[src/hw/rtl/sync_frame_checksum_deframer_defines.svh]
// Assertion macros for the sync frame checksum deframer.
// No dependencies; included by the RTL files that carry assertions.
`ifndef SYNC_FRAME_CHECKSUM_DEFRAMER_DEFINES_SVH
`define SYNC_FRAME_CHECKSUM_DEFRAMER_DEFINES_SVH

// Check that a condition implies another in the same cycle
`define SFCD_ASSERT_SAME(label, clk, rst, ante, cons, msg) \
   label: assert property (@(posedge clk) disable iff (rst) (ante) |-> (cons)) \
      else $error(msg);

// Check that a condition implies another in the following cycle
`define SFCD_ASSERT_NEXT(label, clk, rst, ante, cons, msg) \
   label: assert property (@(posedge clk) disable iff (rst) (ante) |=> (cons)) \
      else $error(msg);

`endif

[src/hw/rtl/sfcd_pkg.sv]
// Shared constants for the sync frame checksum deframer.
// No dependencies; imported by sync_frame_checksum_deframer.
package sfcd_pkg;

   // Field widths
   localparam int ByteW  = 8;
   localparam int SumW   = 16;
   localparam int PhaseW = 2;
   localparam int CsrIdxW = 2;

   typedef logic [ByteW-1:0]  byte_type;
   typedef logic [SumW-1:0]   sum_type;
   typedef logic [PhaseW-1:0] phase_type;
   typedef logic [CsrIdxW-1:0] csr_idx_type;

   // Hunt phase codes
   localparam phase_type PHASE_HUNT   = 2'd0;
   localparam phase_type PHASE_SECOND = 2'd1;
   localparam phase_type PHASE_FRAME  = 2'd2;

   // Register indexes
   localparam csr_idx_type CSR_SYNC_FIRST   = 2'd0;
   localparam csr_idx_type CSR_SYNC_SECOND  = 2'd1;
   localparam csr_idx_type CSR_FRAME_LENGTH = 2'd2;

   // Register reset values and limits
   localparam byte_type SYNC_FIRST_RST   = 8'hEB;
   localparam byte_type SYNC_SECOND_RST  = 8'h90;
   localparam byte_type FRAME_LENGTH_RST = 8'd122;
   localparam byte_type MIN_FRAME_LEN    = 8'd5;

endpackage

[src/hw/rtl/sync_frame_checksum_deframer.sv]
// Sync frame checksum deframer: hunts a two-byte header, emits frame bytes with position
// and checks the trailing 16-bit additive checksum. Depends on sfcd_pkg and the defines header.
//
// Takes one received byte per transfer on req_ and returns zero or one result per byte on rsp_.
// Throughput is one byte per clock cycle while rsp_ready does not stall; a byte that produces a
// result shows up on rsp_ once it has moved on from the input register through the step
// logic into the result register. A byte is taken into the input register, the header hunt,
// position count and 16-bit sum update run in one pass of small add/compare logic, and the
// result lands in the result register. The input register lets one more byte be taken while a
// result waits on a stalled rsp_ready. Writes on csr_ (sync_first, sync_second, frame_length;
// lengths below 5 act as 5) belong in idle time.
`include "sync_frame_checksum_deframer_defines.svh"

module sync_frame_checksum_deframer (
   input  logic                  clock,
   input  logic                  reset,
   // Received byte channel
   input  logic                  req_valid,
   output logic                  req_ready,
   input  sfcd_pkg::byte_type    req_rx_byte,
   // Frame byte channel
   output logic                  rsp_valid,
   input  logic                  rsp_ready,
   output sfcd_pkg::byte_type    rsp_frame_byte,
   output sfcd_pkg::byte_type    rsp_byte_position,
   output logic                  rsp_frame_end,
   output logic                  rsp_checksum_good,
   // Register write port
   input  logic                  csr_write_en,
   input  sfcd_pkg::csr_idx_type csr_index,
   input  sfcd_pkg::byte_type    csr_write_data
);
   import sfcd_pkg::*;

   // Configuration registers
   byte_type sync_first_ff, sync_second_ff, frame_length_ff;

   // Input stage
   logic     in_valid_ff;
   byte_type in_byte_ff;

   // Deframer state
   phase_type phase_ff, phase_in;
   byte_type  count_ff, count_in;
   sum_type   sum_ff, sum_in;
   logic      low_match_ff, low_match_in;

   // Result stage
   logic     out_valid_ff;
   byte_type out_byte_ff;
   byte_type out_pos_ff;
   logic     out_end_ff;
   logic     out_good_ff;

   // Step outputs
   logic     emit;
   byte_type emit_pos;
   logic     emit_end;
   logic     emit_good;

   logic     out_free;
   logic     fire;
   byte_type len;
   byte_type len_m1;
   byte_type len_m2;
   logic     at_end;

   // Handshake: result register free when empty or being drained
   assign out_free  = !out_valid_ff || rsp_ready;
   assign fire      = in_valid_ff && out_free;
   assign req_ready = !in_valid_ff || out_free;

   // Clamp frame length
   assign len    = (frame_length_ff < MIN_FRAME_LEN) ? MIN_FRAME_LEN : frame_length_ff;
   assign len_m1 = len - 8'd1;
   assign len_m2 = len - 8'd2;
   assign at_end = (count_ff >= len_m1);

   // Write configuration registers
   always_ff @(posedge clock) begin
      if (reset) begin
         sync_first_ff   <= SYNC_FIRST_RST;
         sync_second_ff  <= SYNC_SECOND_RST;
         frame_length_ff <= FRAME_LENGTH_RST;
      end else if (csr_write_en) begin
         case (csr_index)
            CSR_SYNC_FIRST:   sync_first_ff   <= csr_write_data;
            CSR_SYNC_SECOND:  sync_second_ff  <= csr_write_data;
            CSR_FRAME_LENGTH: frame_length_ff <= csr_write_data;
            default: ;
         endcase
      end
   end

   // Advance the header hunt, position count and checksum for the held byte
   always_comb begin
      phase_in     = phase_ff;
      count_in     = count_ff;
      sum_in       = sum_ff;
      low_match_in = low_match_ff;
      emit         = 1'b0;
      emit_pos     = '0;
      emit_end     = 1'b0;
      emit_good    = 1'b0;
      case (phase_ff)
         PHASE_SECOND: begin
            if (in_byte_ff == sync_second_ff) begin
               phase_in = PHASE_FRAME;
               sum_in   = sum_ff + {8'd0, in_byte_ff};
               count_in = 8'd2;
               emit     = 1'b1;
               emit_pos = 8'd1;
            end else if (in_byte_ff == sync_first_ff) begin
               // restart on a fresh first header byte
               phase_in     = PHASE_SECOND;
               sum_in       = {8'd0, in_byte_ff};
               count_in     = 8'd1;
               low_match_in = 1'b0;
               emit         = 1'b1;
            end else begin
               phase_in = PHASE_HUNT;
               count_in = '0;
            end
         end
         PHASE_FRAME: begin
            emit     = 1'b1;
            emit_pos = count_ff;
            if (at_end) begin
               emit_end     = 1'b1;
               emit_good    = low_match_ff && (in_byte_ff == sum_ff[15:8]);
               phase_in     = PHASE_HUNT;
               count_in     = '0;
               sum_in       = '0;
               low_match_in = 1'b0;
            end else begin
               if (count_ff == len_m2) begin
                  low_match_in = (in_byte_ff == sum_ff[7:0]);
               end else begin
                  sum_in = sum_ff + {8'd0, in_byte_ff};
               end
               count_in = count_ff + 8'd1;
            end
         end
         default: begin
            // hunting; the unused code falls here too
            phase_in = PHASE_HUNT;
            if (in_byte_ff == sync_first_ff) begin
               phase_in     = PHASE_SECOND;
               sum_in       = {8'd0, in_byte_ff};
               count_in     = 8'd1;
               low_match_in = 1'b0;
               emit         = 1'b1;
            end
         end
      endcase
   end

   // Hold the input register until its byte is processed
   always_ff @(posedge clock) begin
      if (reset) begin
         in_valid_ff <= 1'b0;
      end else if (req_ready) begin
         in_valid_ff <= req_valid;
      end
   end

   always_ff @(posedge clock) begin
      if (req_valid && req_ready) begin
         in_byte_ff <= req_rx_byte;
      end
   end

   // Update deframer state on each processed byte
   always_ff @(posedge clock) begin
      if (reset) begin
         phase_ff     <= PHASE_HUNT;
         count_ff     <= '0;
         sum_ff       <= '0;
         low_match_ff <= 1'b0;
      end else if (fire) begin
         phase_ff     <= phase_in;
         count_ff     <= count_in;
         sum_ff       <= sum_in;
         low_match_ff <= low_match_in;
      end
   end

   // Load or drain the result register
   always_ff @(posedge clock) begin
      if (reset) begin
         out_valid_ff <= 1'b0;
      end else if (out_free) begin
         out_valid_ff <= fire && emit;
      end
   end

   always_ff @(posedge clock) begin
      if (fire && emit) begin
         out_byte_ff <= in_byte_ff;
         out_pos_ff  <= emit_pos;
         out_end_ff  <= emit_end;
         out_good_ff <= emit_good;
      end
   end

   assign rsp_valid         = out_valid_ff;
   assign rsp_frame_byte    = out_byte_ff;
   assign rsp_byte_position = out_pos_ff;
   assign rsp_frame_end     = out_end_ff;
   assign rsp_checksum_good = out_good_ff;

   // Checks
   `SFCD_ASSERT_SAME(a_good_only_at_end, clock, reset,
      rsp_valid && rsp_checksum_good, rsp_frame_end, "checksum_good without frame_end")
   `SFCD_ASSERT_SAME(a_end_position, clock, reset,
      rsp_valid && rsp_frame_end, rsp_byte_position >= 8'd4, "frame ended too early")
   `SFCD_ASSERT_SAME(a_hunt_count_zero, clock, reset,
      phase_ff == PHASE_HUNT, count_ff == 8'd0, "count not cleared while hunting")
   `SFCD_ASSERT_SAME(a_frame_count, clock, reset,
      phase_ff == PHASE_FRAME, count_ff >= 8'd2, "frame position below payload start")
   `SFCD_ASSERT_NEXT(a_end_returns_hunt, clock, reset,
      fire && phase_ff == PHASE_FRAME && at_end, phase_ff == PHASE_HUNT,
      "no return to hunting after frame end")

endmodule
[config.mk]
export PLATFORM = sky130hd
export DESIGN_NAME = sync_frame_checksum_deframer
export DESIGN_NICKNAME = d
export VERILOG_FILES = /design/src/hw/rtl/sfcd_pkg.sv /design/src/hw/rtl/sync_frame_checksum_deframer.sv
export VERILOG_INCLUDE_DIRS = /design/src /design/src/hw/rtl
export SDC_FILE = /design/constraint.sdc
export NUM_CORES = 1
export LEC_CHECK = 0
export ABC_CLOCK_PERIOD_IN_PS = 12310
export BUFFER_PORTS_ARGS = -buffer_cell sky130_fd_sc_hd__buf_2
export CAP_MARGIN = 20
export CELL_PAD_IN_SITES_DETAIL_PLACEMENT = 1
export CELL_PAD_IN_SITES_GLOBAL_PLACEMENT = 2
export CORE_ASPECT_RATIO = 1.1
export CORE_MARGIN = 2
export CORE_UTILIZATION = 25
export DETAILED_ROUTE_END_ITERATION = 10
export PLACE_DENSITY_LB_ADDON = 0.3
export SYNTH_ARGS = -nofsm -noshare
export SYNTH_HDL_FRONTEND = slang
export SYNTH_SLANG_ARGS = --single-unit
[constraint.sdc]
create_clock -name clock -period 12.31 [get_ports clock]
set_clock_uncertainty 0.15 [all_clocks]
set_input_delay 1.231 -clock clock [delete_from_list [all_inputs] [get_ports clock]]
set_output_delay 1.231 -clock clock [all_outputs]
set_load 0.01 [all_outputs]
Yosys cells after proc, flatten, opt, wreduce, memory -nomap -nowiden. Cells that the tools add are included.

Register bits: 79. Latch bits: 0. RAM bits: 0. Memory bits (read-only): 0. Memories: 0.

Add/subtract/negate cells: 4. $mul: 0. Div/mod/pow operators: 0. Order comparisons: 2. Equal/unequal tests: 13. Shift-type cells: 0. Multiplexer cells: 26. Bitwise operators: 0. Reduce and logical (&&, ||, !) cells: 18.

Operators by type and width (number): $mux 16 (4); $eq 8x8->1 (5); $pmux 16 s2 (1); $pmux 8 s2 (2); $mux 8 (3); $add 16x8->16 (1); $reduce_and 2->1 (7); $mux 1 (10); $add 8x1->8 const B (1); $ge 8x8->1 (1); $lt 8x3->1 const B (1); $sub 8x1->8 const B (1); $sub 8x2->8 const B (1); $mux 2 (3); $ne 3x3->1 const B (2); $eq 2x1->1 const B (2); $eq 2x2->1 const B (2); $logic_and 1x1->1 (4); $ne 2x2->1 const B (2); $pmux 1 s2 (2); $pmux 2 s2 (1); $reduce_and 3->1 (1); $reduce_bool 3->1 (1); $logic_not 1->1 (2); other kinds (2) (3).

Longest topological paths before layout. Gate-level depths: netlist of run 1.

Depth in word-level cells: 7. Gate-level depth with buffers: 18. Gate-level depth less buffers: 16.

Worst setup path before layout of run 1. No wires, ideal clock.

Path kind: reg2reg. Start: reg frame_length_ff[5]. End: reg sum_ff[14]. Library setup time: 0.084 ns. Data arrival time: 3.637 ns. Slack: 8.438 ns. Cell stages (with the launch flop): 17. Path buffers: 2. Cell sequence: dfxtp_1 -> buf_6 -> or3_4 -> o31ai_4 -> ha_1 -> nor3b_4 -> nand2_1 -> nor3_1 -> xnor2_1 -> ha_1 -> a21oi_1 -> o211a_1 -> a21bo_2 -> a21o_1 -> buf_6 -> or3_4 -> o31ai_2.

Longest elaborated chain between the ends: 6. Elaborated cells between the ends (all ways): 10. Those cells by class: 2 x add/sub; 2 x order compare; 2 x eq/ne; 3 x mux; 1 x reduce/logical.

RTL lines: start, declared (RTL line sync_frame_checksum_deframer.sv:36) `byte_type sync_first_ff, sync_second_ff, frame_length_ff;`; start signal, assigned (RTL line sync_frame_checksum_deframer.sv:89) `CSR_FRAME_LENGTH: frame_length_ff <= csr_write_data;`; $lt 8x3->1 (RTL line sync_frame_checksum_deframer.sv:74) `assign len = (frame_length_ff < MIN_FRAME_LEN) ? MIN_FRAME_LEN : frame_length_ff;`; $mux 8 * (RTL line sync_frame_checksum_deframer.sv:74); $sub 8x1->8 / $sub 8x2->8 (equally long branches) (RTL line sync_frame_checksum_deframer.sv:75, sync_frame_checksum_deframer.sv:76); $ge 8x8->1 / $eq 8x8->1 (equally long branches) (RTL line sync_frame_checksum_deframer.sv:77, sync_frame_checksum_deframer.sv:136); $mux 16 / $ne 3x3->1 (equally long branches); $pmux 16 s2 / $reduce_and 2->1 (equally long branches); end signal, assigned (RTL line sync_frame_checksum_deframer.sv:183) `sum_ff <= sum_in;`; end, declared (RTL line sync_frame_checksum_deframer.sv:45) `sum_type sum_ff, sum_in;`.

Every way passes the cells marked *; elsewhere a longest branch is shown, timed or not. A chain may end at the register's enable or synchronous reset.

Worst setup path in the final report of run 1.
Start: reg frame_length_ff[5]. End: reg sum_ff[5].

The elaborated chain is that of the path after synthesis.

==> results of run 1 <==
[how the worst max path moves through the flow]
stage	from	to	slack, ns	depth (start not counted)
finish	frame_length_ff[5]	sum_ff[5]	7.80	15
global route	frame_length_ff[5]	sum_ff[8]	7.34	15
CTS	frame_length_ff[5]	sum_ff[5]	7.76	15
detailed placement	frame_length_ff[5]	sum_ff[5]	7.78	15
global placement	frame_length_ff[5]	sum_ff[2]	7.98	15
floorplan	frame_length_ff[5]	sum_ff[14]	8.44	16
[power by group through the flow]
| stage | clock [mW] | combinational [mW] | sequential (mW) |
|---|---|---|---|
| 6_report | 0.283 | 0.0541 | 0.289 |
| 2_1_floorplan | 0 | 0.0417 | 0.288 |
| 5_1_grt | 0.301 | 0.0609 | 0.290 |
| 4_1_cts | 0.290 | 0.0547 | 0.289 |
| 3_3_place_gp | 0 | 0.0531 | 0.294 |
| 3_5_place_dp | 0 | 0.0543 | 0.295 |
[layer usage]
| layer | up-vias | track usage | wire, um |
|---|---|---|---|
| met5 | - | 0 | 0 |
| met4 | 0 | 0.0462 | 191 |
| met3 | 13 | 0.0244 | 354 |
| met2 | 49 | 0.226 | 5840 |
| met1 | 1758 | 0.183 | 6320 |
| li1 | 1812 | - | - |
[cell usage after synthesis, types with 4 or more instances]
library cell,instances
inv_1,13
nor4_1,7
a211o_1,8
buf_2,5
nand2_1,43
o2bb2ai_1,4
ha_1,21
nand3_1,7
mux2i_1,15
nor2_1,51
o21ai_0,18
clkbuf_1,10
xor2_1,29
dfxtp_1,53
xnor2_1,21
and2_1,14
a31oi_1,6
nor3_1,14
nand3b_1,9
edfxtp_1,26
nor2b_1,12
nand4_1,4
a21oi_1,26
[logic make-up (layout without fill, tap and decap cells)]
kind of cell	count (synthesis)	count (layout)	synth area share
AND/OR/NAND/NOR	188	188	0.215
flip-flops	79	79	0.404
AO/OA/AOI/OAI	99	99	0.154
multiplexers	16	16	0.0354
XOR/XNOR	50	50	0.0960
adder cells (fa/ha/maj)	22	22	0.0620
buffers and inverters	33	72	0.0343
[registers in the layout, indices dropped and copies added (netlist names)]
signal and cells:
low_match_ff 1, frame_length_ff 8, sync_second_ff 8, rsp_byte_position 8, in_valid_ff 1, rsp_valid 1
sync_first_ff 8, rsp_checksum_good 1, phase_ff 2, sum_ff 16, in_byte_ff 8, rsp_frame_end 1
count_ff 8, rsp_frame_byte 8
[worst max-delay path, stage by stage, from the launching register on]
cell and delay [ns]:
dfxtp_1 0.40, or3_4 0.44, o31ai_4 0.25, ha_1 0.27
nor3b_4 0.28, nand2_1 0.14, nor3_1 0.20, xnor2_1 0.15
ha_1 0.26, a21oi_1 0.21, o211a_1 0.18, a21boi_1 0.55
nand3_2 0.23, o21ai_2 0.39, and2b_1 0.23, o2bb2ai_1 0.12
[metrics by stage]
stage,total power [mW],cells,cell area [um2]
after global routing,0.651,764,5280
after global placement,0.347,748,4970
final,0.625,764,5280
after detailed placement,0.349,748,4970
after floorplan,0.329,487,4560
after CTS,0.634,764,5280
[final cells by class]
class	count	area [um2]
Clock buffer	10	239
Clock inverter	6	75.1
Fill cell	2080	12500
Inverter	13	48.8
Multi-Input combinational cell	375	2560
Sequential cell	79	1840
Tap cell	238	298
Timing Repair Buffer	43	218
==> flow_summary_export.csv, run 1 <==
group,metric,value,unit
run_status,status,"finished, final reports clean",
drt,drc,0,
sta,max_freq,222,MHz
drt,vias_per_cell,4.75,
min_path,whs_endpoint,"sum_ff[6]",
yosys,synth_seq_cells,79,
yosys,synthFlopType,"dfxtp_1",
setup_path,cp.required,12.44,ns
sta,final-setup-viol-count,0,
cts,clk_pin_slew_worst_paths,0.07,ns
cells_and_area,final_common_cell,"dfxtp_1",
yosys,synth_top_cells_by_area,"dfxtp_1 (23%), edfxtp_1 (17%), ha_1 (5.8%)",
floorplan,ioPinCount,43,
floorplan,start_util,0.256,
pwr,leakage,1.98,nW
cts,h-tree-depth,3,
cts,cts_sinks,79,
setup_path,critPathMaxFanout,10,
setup_path,timing.rr.start,"frame_length_ff[5]",
floorplan,die_w,133,um
cts,cts_max_path_buffers,2,
sta,worstMarginPinSlew,0.948,ns
sta,hold_ws,0.343,ns
setup_path,r2r_end,"sum_ff[5]",
floorplan,core,17800,um2
drt,vias,3632,
yosys,synthesis.nets,532,
yosys,synth_top_area_share,0.233,
yosys,syn_area,4560,um2
yosys,ys.warnings.count,0,
drt,routedWlPerCell,16.6,um
cells_and_area,flow.area_growth_from_synthesis,15.8,%
placement,io_buffers,42,
sta,period_share,0.367,
cts,clock_latency,0.35,ns
floorplan,fp.dieH,146,um
pwr,seq_power_share,0.462,
placement,pre_cts_slack,7.78,ns
global_route,grt_max_degree,52,
yosys,synth_edf_count,26,
setup_path,r2r_slack,7.80,ns
min_path,hold_class,"reg -> reg",
yosys,ys_seq_area_frac,0.404,
sta,grt_setup_unrepaired,"false",
placement,hpwl,9.46,mm
placement,gp_congestion,0.769,
min_path,min_from,"sum_ff[6]",
drt,ant_nets,0,
sta,min_period,4.51,ns
setup_path,end_kind,"register",
yosys,syn_area_per_cell,9.36,um2
drt,first_pass_iters,4,
cells_and_area,layout_common_cells,"dfxtp_1 (53), nor2_1 (51), nand2_1 (43)",
cells_and_area,diodes,0,
cts,cts_resized,0,
cts,cts_tree,"yes",
yosys,ys_types,65,
cts,cts-root-buf,"clkbuf_16",
setup_path,rr_worst_depth,15,
cells_and_area,drive_gt1_frac,0.141,
cts,cts_setup_buffers,0,
drt,wl,12.7,mm
global_route,track_usage,0.138,
yosys,postSynth.asyncResetShare,0,
pwr,powerDensity,118,nW/um2
floorplan,rows,51,
sta,fin_ws,7.80,ns
yosys,synth_area_leader_cell,"dfxtp_1",
cells_and_area,nNetsFinal,566,
global_route,overflow,0,
cells_and_area,fin_util,0.297,
setup_path,arrival,4.64,ns
global_route,first_global_vias,3844,
global_route,grt_first_pass_wirelength,20.9,mm
sta,drv_slew,0,
setup_path,cp-start-kind,"register",
sta,maxSlewHeadroom,0.368,
cts,hold_buffers,0,
pwr,sw_frac_of_total,0.256,
floorplan,dieArea,19300,um2
drt,first_iter_violations,158,
pwr,p_int,0.465,mW
run,max_cap_viol_count,0,
cts,numCtsBuffers,9,
pwr,clkPwrFrac,0.452,
sta,setup_tns,0,ns
pwr,p_sw,0.160,mW
pwr,power_frac_comb,0.086,
yosys,netlist_instances,487,
sta,hold_viol,0,
global_route,antenna_found_initial,0,
min_path,hold_depth,1,
setup_path,setup.worst_path.class,"reg -> reg",
pwr,peakVddDrop,90.1,uV
(Power assumes the default switching activity.)
==> run 2: changes to the inputs <==
Settings changed: ABC_CLOCK_PERIOD_IN_PS 12310 to 3600.
Clock period 12.31 ns to 3.6 ns, I/O delays scaled along.
==> run 2 against run 1 <==
The run now ends with negative setup slack left. Clock power grew to 3.2 times the previous value. Combinational power increased to 3.8 times the previous value. Die area unchanged. Critical path type unchanged. Critical endpoint is now sum_ff[11]. Largest cell class unchanged.
==> flow_summary_export.csv, run 2 (same netlist as run 1, synthesis figures left out) <==
group,metric,value,unit
placement,io_buffers,42,
cts,cts_max_path_buffers,2,
sta,setup_tns,-0.276,ns
floorplan,fp.dieH,146,um
sta,period_share,1.03,
cts,numCtsBuffers,9,
placement,gp_congestion,0.771,
cells_and_area,largest_register_ffs,16,
setup_path,worstSetupEndpoint,"sum_ff[11]",
cts,cts-root-buf,"clkbuf_16",
cells_and_area,drive_gt1_frac,0.220,
global_route,grt_max_degree,52,
sta,maxSlewHeadroom,0.336,
cts,cts_sinks,79,
setup_path,r2r_end,"sum_ff[11]",
global_route,track_usage,0.142,
setup_path,end_kind,"register",
drt,drc,0,
setup_path,cp-start-kind,"register",
pwr,seq_power_share,0.469,
drt,ant_nets,0,
cts,clock_latency,0.35,ns
sta,drv_slew,0,
setup_path,rr_worst_depth,15,
setup_path,setup.worst_path.class,"reg -> reg",
cts,h-tree-depth,3,
setup_path,r2r_slack,-0.11,ns
pwr,clkPwrFrac,0.431,
floorplan,ioPinCount,43,
cells_and_area,diodes,0,
global_route,grt_first_pass_wirelength,21.5,mm
pwr,peakVddDrop,201,uV
sta,max_freq,270,MHz
cells_and_area,fin_util,0.313,
cells_and_area,final_common_cell,"dfxtp_1",
global_route,antenna_found_initial,0,
cells_and_area,fillers,2070,
floorplan,start_util,0.256,
setup_path,cp.required,3.72,ns
setup_path,cp_slowest_cell,"or4_4",
setup_path,path_cells,"or3_4 > o31ai_4 > ha_2 > nor3b_4 > nand2_2 > nor3_4 > xnor2_2 > ha_1 > a21oi_2 > o211a_1 > a21bo_4 > and2_4 > o211a_1 > or4_4 > a21oi_2",
floorplan,die_w,133,um
sta,grt_setup_unrepaired,"true",
sta,hold_viol,0,
pwr,powerDensity,374,nW/um2
pwr,power_frac_comb,0.100,
floorplan,core,17800,um2
pwr,leakage,2.15,nW
cells_and_area,multi_input_area,2670,um2
drt,vias_per_cell,4.83,
cells_and_area,seq_area,1840,um2
pwr,sw_frac_of_total,0.272,
run_status,violations,"negative setup slack",
placement,hpwl,9.84,mm
global_route,overflow,0,
setup_path,timing.rr.start,"frame_length_ff[5]",
min_path,hold_class,"in -> reg",
sta,min_period,3.71,ns
drt,first_iter_violations,141,
cts,cts_tree,"yes",
sta,final-setup-viol-count,4,
drt,vias,3824,
drt,first_pass_iters,4,
cells_and_area,flow.area_growth_from_synthesis,22.3,%
pwr,p_sw,0.568,mW
run_status,status,"finished with violations",
drt,wl,13.3,mm
setup_path,crit_start,"frame_length_ff[5]",
pwr,p_int,1.52,mW
run,max_cap_viol_count,0,
cells_and_area,nNetsFinal,594,
floorplan,dieArea,19300,um2
global_route,first_global_vias,3929,
drt,routedWlPerCell,16.8,um
sta,fin_ws,-0.106,ns
cells_and_area,layout_common_cells,"dfxtp_1 (52), nor2_1 (50), nand2_1 (42), buf_2 (42), xor2_1 (29)",
sta,worstMarginPinSlew,0.996,ns
floorplan,rows,51,
setup_path,max_stage_delay,0.41,ns
cells_and_area,top_register,"sum_ff",
setup_path,critPathMaxFanout,5,
setup_path,arrival,3.83,ns
cts,clk_pin_slew_worst_paths,0.07,ns
run 2: cell types whose count changed in the layout (fill, tap and decap cells not counted), sizes merged:
cell	change
inv	+2
clkinvlp	-1
buf	+28
clkbuf	-1
bufinv	-1
clkinv	+1
run 2: metrics by stage:
stage / power, mW / hold WS (ns) / instances / setup slack [ns] / area, um2
floorplan: 1.13 / 0.286 / 487 / -0.219 / 4590
global placement: 1.20 / 0.312 / 771 / -0.0116 / 5160
detailed placement: 1.20 / 0.317 / 771 / -0.162 / 5160
CTS: 2.11 / 0.0213 / 789 / -0.118 / 5480
global route: 2.18 / 0.0184 / 792 / -0.253 / 5580
finish: 2.09 / 0.0291 / 792 / -0.106 / 5580
run 2: critical path: cells and delay by family, from the launching register on:
family	cells	cell delay [ns]
and+or+nand+nor	6	1.41
adders and majority gates	2	0.49
DFF	1	0.32
AOI/OAI and AO/OA	6	1.14
xor gates and xnor gates	1	0.13
run 2: how the worst min path moves through the flow:
stage / to / depth (start not counted) / slack [ns] / startpoint
finish: in_byte_ff[0] / 1 / 0.03 / req_rx_byte[0]
global route: in_byte_ff[1] / 1 / 0.02 / req_rx_byte[1]
CTS: in_byte_ff[0] / 1 / 0.02 / req_rx_byte[0]
detailed placement: sum_ff[6] / 1 / 0.32 / sum_ff[6]
global placement: sum_ff[5] / 1 / 0.31 / sum_ff[5]
floorplan: sum_ff[2] / 1 / 0.29 / sum_ff[2]
run 2: repair_timing:
item / CTS / global route
setup buffers: 2 / 3
gates resized for setup: 5 / 19
setup endpoints to repair: 8 / 23
hold buffers: 0 / 0
pin swaps: 3 / 2
run 2: per-layer routing:
layer | track usage | up-vias | routed length (um)
met5 | 0 | - | 0
met4 | 0.0452 | 0 | 211
met3 | 0.0268 | 12 | 335
met2 | 0.233 | 50 | 6380
met1 | 0.188 | 1891 | 6420
li1 | - | 1871 | -
run 2: cell type report:
type | count | area share
clock buffer | 9 | 0.0404
clock inverter | 7 | 0.0108
inverter | 13 | 0.00875
multi-input combinational | 375 | 0.478
sequential | 79 | 0.330
tap | 238 | 0.0534
timing repair buffer | 71 | 0.0787
run 2: power by group through the flow:
stage                     clock network (mW)  logic (mW)  registers (mW)
after CTS                              0.921       0.205           0.981
after global placement                     0       0.198            1.00
after global routing                   0.962       0.233           0.984
after detailed placement                   0       0.203            1.00
after floorplan                            0       0.144           0.983
final                                  0.898       0.208           0.979
==> run 3: changes to the inputs <==
Settings changed: CELL_PAD_IN_SITES_DETAIL_PLACEMENT 1 to unset, CELL_PAD_IN_SITES_GLOBAL_PLACEMENT 2 to unset.
==> run 3 against run 2 <==
The run still ends with negative setup slack left. Power rose by 0.95%. Global-route usage is 1.9 points lower. Sequential power fell by 0.6%. Via count down 2.3%. Clock power increased by 2.8%. Combinational power hardly changed. Sequential share of layout area shrank 0.58 points. Utilization increased by 0.56 points. Wire length down 13%. Fmax down 0.14%. First-iteration DRC count is 66% higher. Largest power group unchanged.
==> flow_summary_export.csv, run 3 (same netlist as run 1, synthesis figures left out) <==
group,metric,value,unit
cts,clk_pin_slew_worst_paths,0.06,ns
setup_path,critPathMaxFanout,5,
drt,wl,11.6,mm
cells_and_area,multi_input_area,2710,um2
setup_path,setup.worst_path.class,"reg -> reg",
sta,min_period,3.71,ns
placement,placedInstanceArea,5180,um2
cts,cts_tree,"yes",
cts,cts_max_path_buffers,2,
pwr,seq_power_share,0.462,
cts,h-tree-depth,3,
pwr,powerDensity,371,nW/um2
global_route,use_met3,0.0296,
global_route,grt.busiest_layer,"met2",
global_route,first_global_vias,3719,
cells_and_area,nNetsFinal,599,
run,max_cap_viol_count,0,
sta,final-setup-viol-count,8,
cts,hold_buffers,0,
drt,first_iter_violations,234,
setup_path,end_kind,"register",
pwr,p_int,1.58,mW
drt,vias_per_cell,4.69,
global_route,grt_max_degree,52,
sta,hold_ws,0.0392,ns
cts,numCtsBuffers,9,
floorplan,core,17800,um2
placement,pre_cts_slack,-0.120,ns
global_route,use_met2,0.202,
pwr,p_sw,0.525,mW
cells_and_area,top_register,"sum_ff",
drt,drc,0,
setup_path,critPathBufInv,0,
setup_path,cp_top_family,"simple AND/OR/NAND/NOR gates",
setup_path,path_cells,"or3_4 > o31ai_4 > ha_2 > nor3b_4 > nand2_2 > nor3_2 > xnor2_1 > ha_1 > a21oi_2 > o211a_1 > a21bo_4 > and2_4 > o211a_1 > or4_4 > a21oi_2",
global_route,antenna_found_initial,0,
sta,drv_slew,0,
setup_path,rr_worst_depth,15,
sta,period_share,1.03,
floorplan,start_util,0.256,
placement,gp_congestion,0.816,
pwr,total_power,2.10,mW
floorplan,ioPinCount,43,
cells_and_area,seq_area,1840,um2
floorplan,die_w,133,um
global_route,track_usage,0.123,
sta,maxSlewHeadroom,0.354,
pwr,sw_frac_of_total,0.249,
global_route,grt_first_pass_wirelength,19.1,mm
cts,cts-root-buf,"clkbuf_16",
cells_and_area,flow.area_growth_from_synthesis,24.5,%
pwr,peakVddDrop,395,uV
cells_and_area,diodes,0,
cells_and_area,drive_gt1_frac,0.234,
setup_path,cp.required,3.71,ns
sta,max_freq,269,MHz
drt,first_pass_iters,5,
floorplan,rows,51,
sta,hold_viol,0,
pwr,power_frac_comb,0.099,
cells_and_area,layout_common_cells,"dfxtp_1 (52), nor2_1 (49), buf_2 (42)",
setup_path,max_stage_delay,0.42,ns
cells_and_area,stdcell_area,5680,um2
setup_path,arrival,3.83,ns
setup_path,cp_slowest_cell,"or4_4",
cells_and_area,final_common_cell,"dfxtp_1",
cts,cts_sinks,79,
pwr,clkPwrFrac,0.438,
sta,fin_ws,-0.112,ns
cts,clock_latency,0.34,ns
cells_and_area,largest_register_ffs,16,
run_status,status,"finished with violations",
cells_and_area,fillers,1817,
setup_path,cp-start-kind,"register",
pwr,leakage,2.18,nW
sta,worstMarginPinSlew,0.969,ns
placement,hpwl,8.42,mm
run_status,violations,"negative setup slack",
drt,routedWlPerCell,14.5,um
global_route,grt_use_met1,0.155,
placement,io_buffers,42,
min_path,hold_depth,1,
setup_path,critical_path_cell_count,15,
floorplan,fp.dieH,146,um
sta,grt_setup_unrepaired,"true",
min_path,hold_class,"in -> reg",
drt,ant_nets,0,
global_route,overflow,0,
floorplan,dieArea,19300,um2
drt,vias,3736,
## run 3: cell count changes in the layout (fill, tap and decap cells not counted), moves of 3 or more
cell	change
inv_6	-3
o2bb2ai_2	+3
o21ai_1	-4
buf_4	+3
o2bb2ai_1	-3
o21ai_2	+3
## run 3: final cells by class
type                       instances  share of cell area
tap                              238              0.0524
timing repair buffer              76              0.0853
sequential                        79               0.325
multi-input combinational        375               0.477
inverter                          13             0.00859
clock inverter                     6              0.0123
clock buffer                      10              0.0403
## run 3: final timing paths
path / start / to / slack (ns)
setup / recovery: frame_length_ff[5] / sum_ff[11] / -0.11
hold / removal: req_rx_byte[3] / in_byte_ff[3] / 0.04
setup reg to reg: frame_length_ff[5] / sum_ff[11] / -0.11
hold reg to reg: sum_ff[5] / sum_ff[5] / 0.33
## run 3: stage by stage
stage               setup TNS [ns]  cells  utilization
global placement           -0.0261    773        0.291
global route                 -2.76    797        0.319
CTS                         -0.223    792        0.309
floorplan                    -1.21    487            -
finish                      -0.391    797        0.319
detailed placement          -0.209    773        0.291
## run 3: repair_timing
action | 4_1_cts | 5_1_grt
setup buffers | 3 | 6
gates resized for setup | 2 | 33
endpoints found under the setup margin | 7 | 17
pin swaps | 4 | 13
## run 3: per-layer routing
metal | part of all wire | vias to the layer above
li1 | - | 1876
met5 | 0 | -
met1 | 0.46 | 1764
met3 | 0.044 | 13
met4 | 0.018 | 0
met2 | 0.48 | 83
## run 3: power by group through the flow
stage	Sequential [mW]	Clock [mW]	Combinational [mW]
floorplan	0.983	0	0.144
global placement	0.993	0	0.198
detailed placement	0.993	0	0.200
CTS	0.974	0.945	0.203
global route	0.977	0.984	0.234
finish	0.973	0.923	0.209
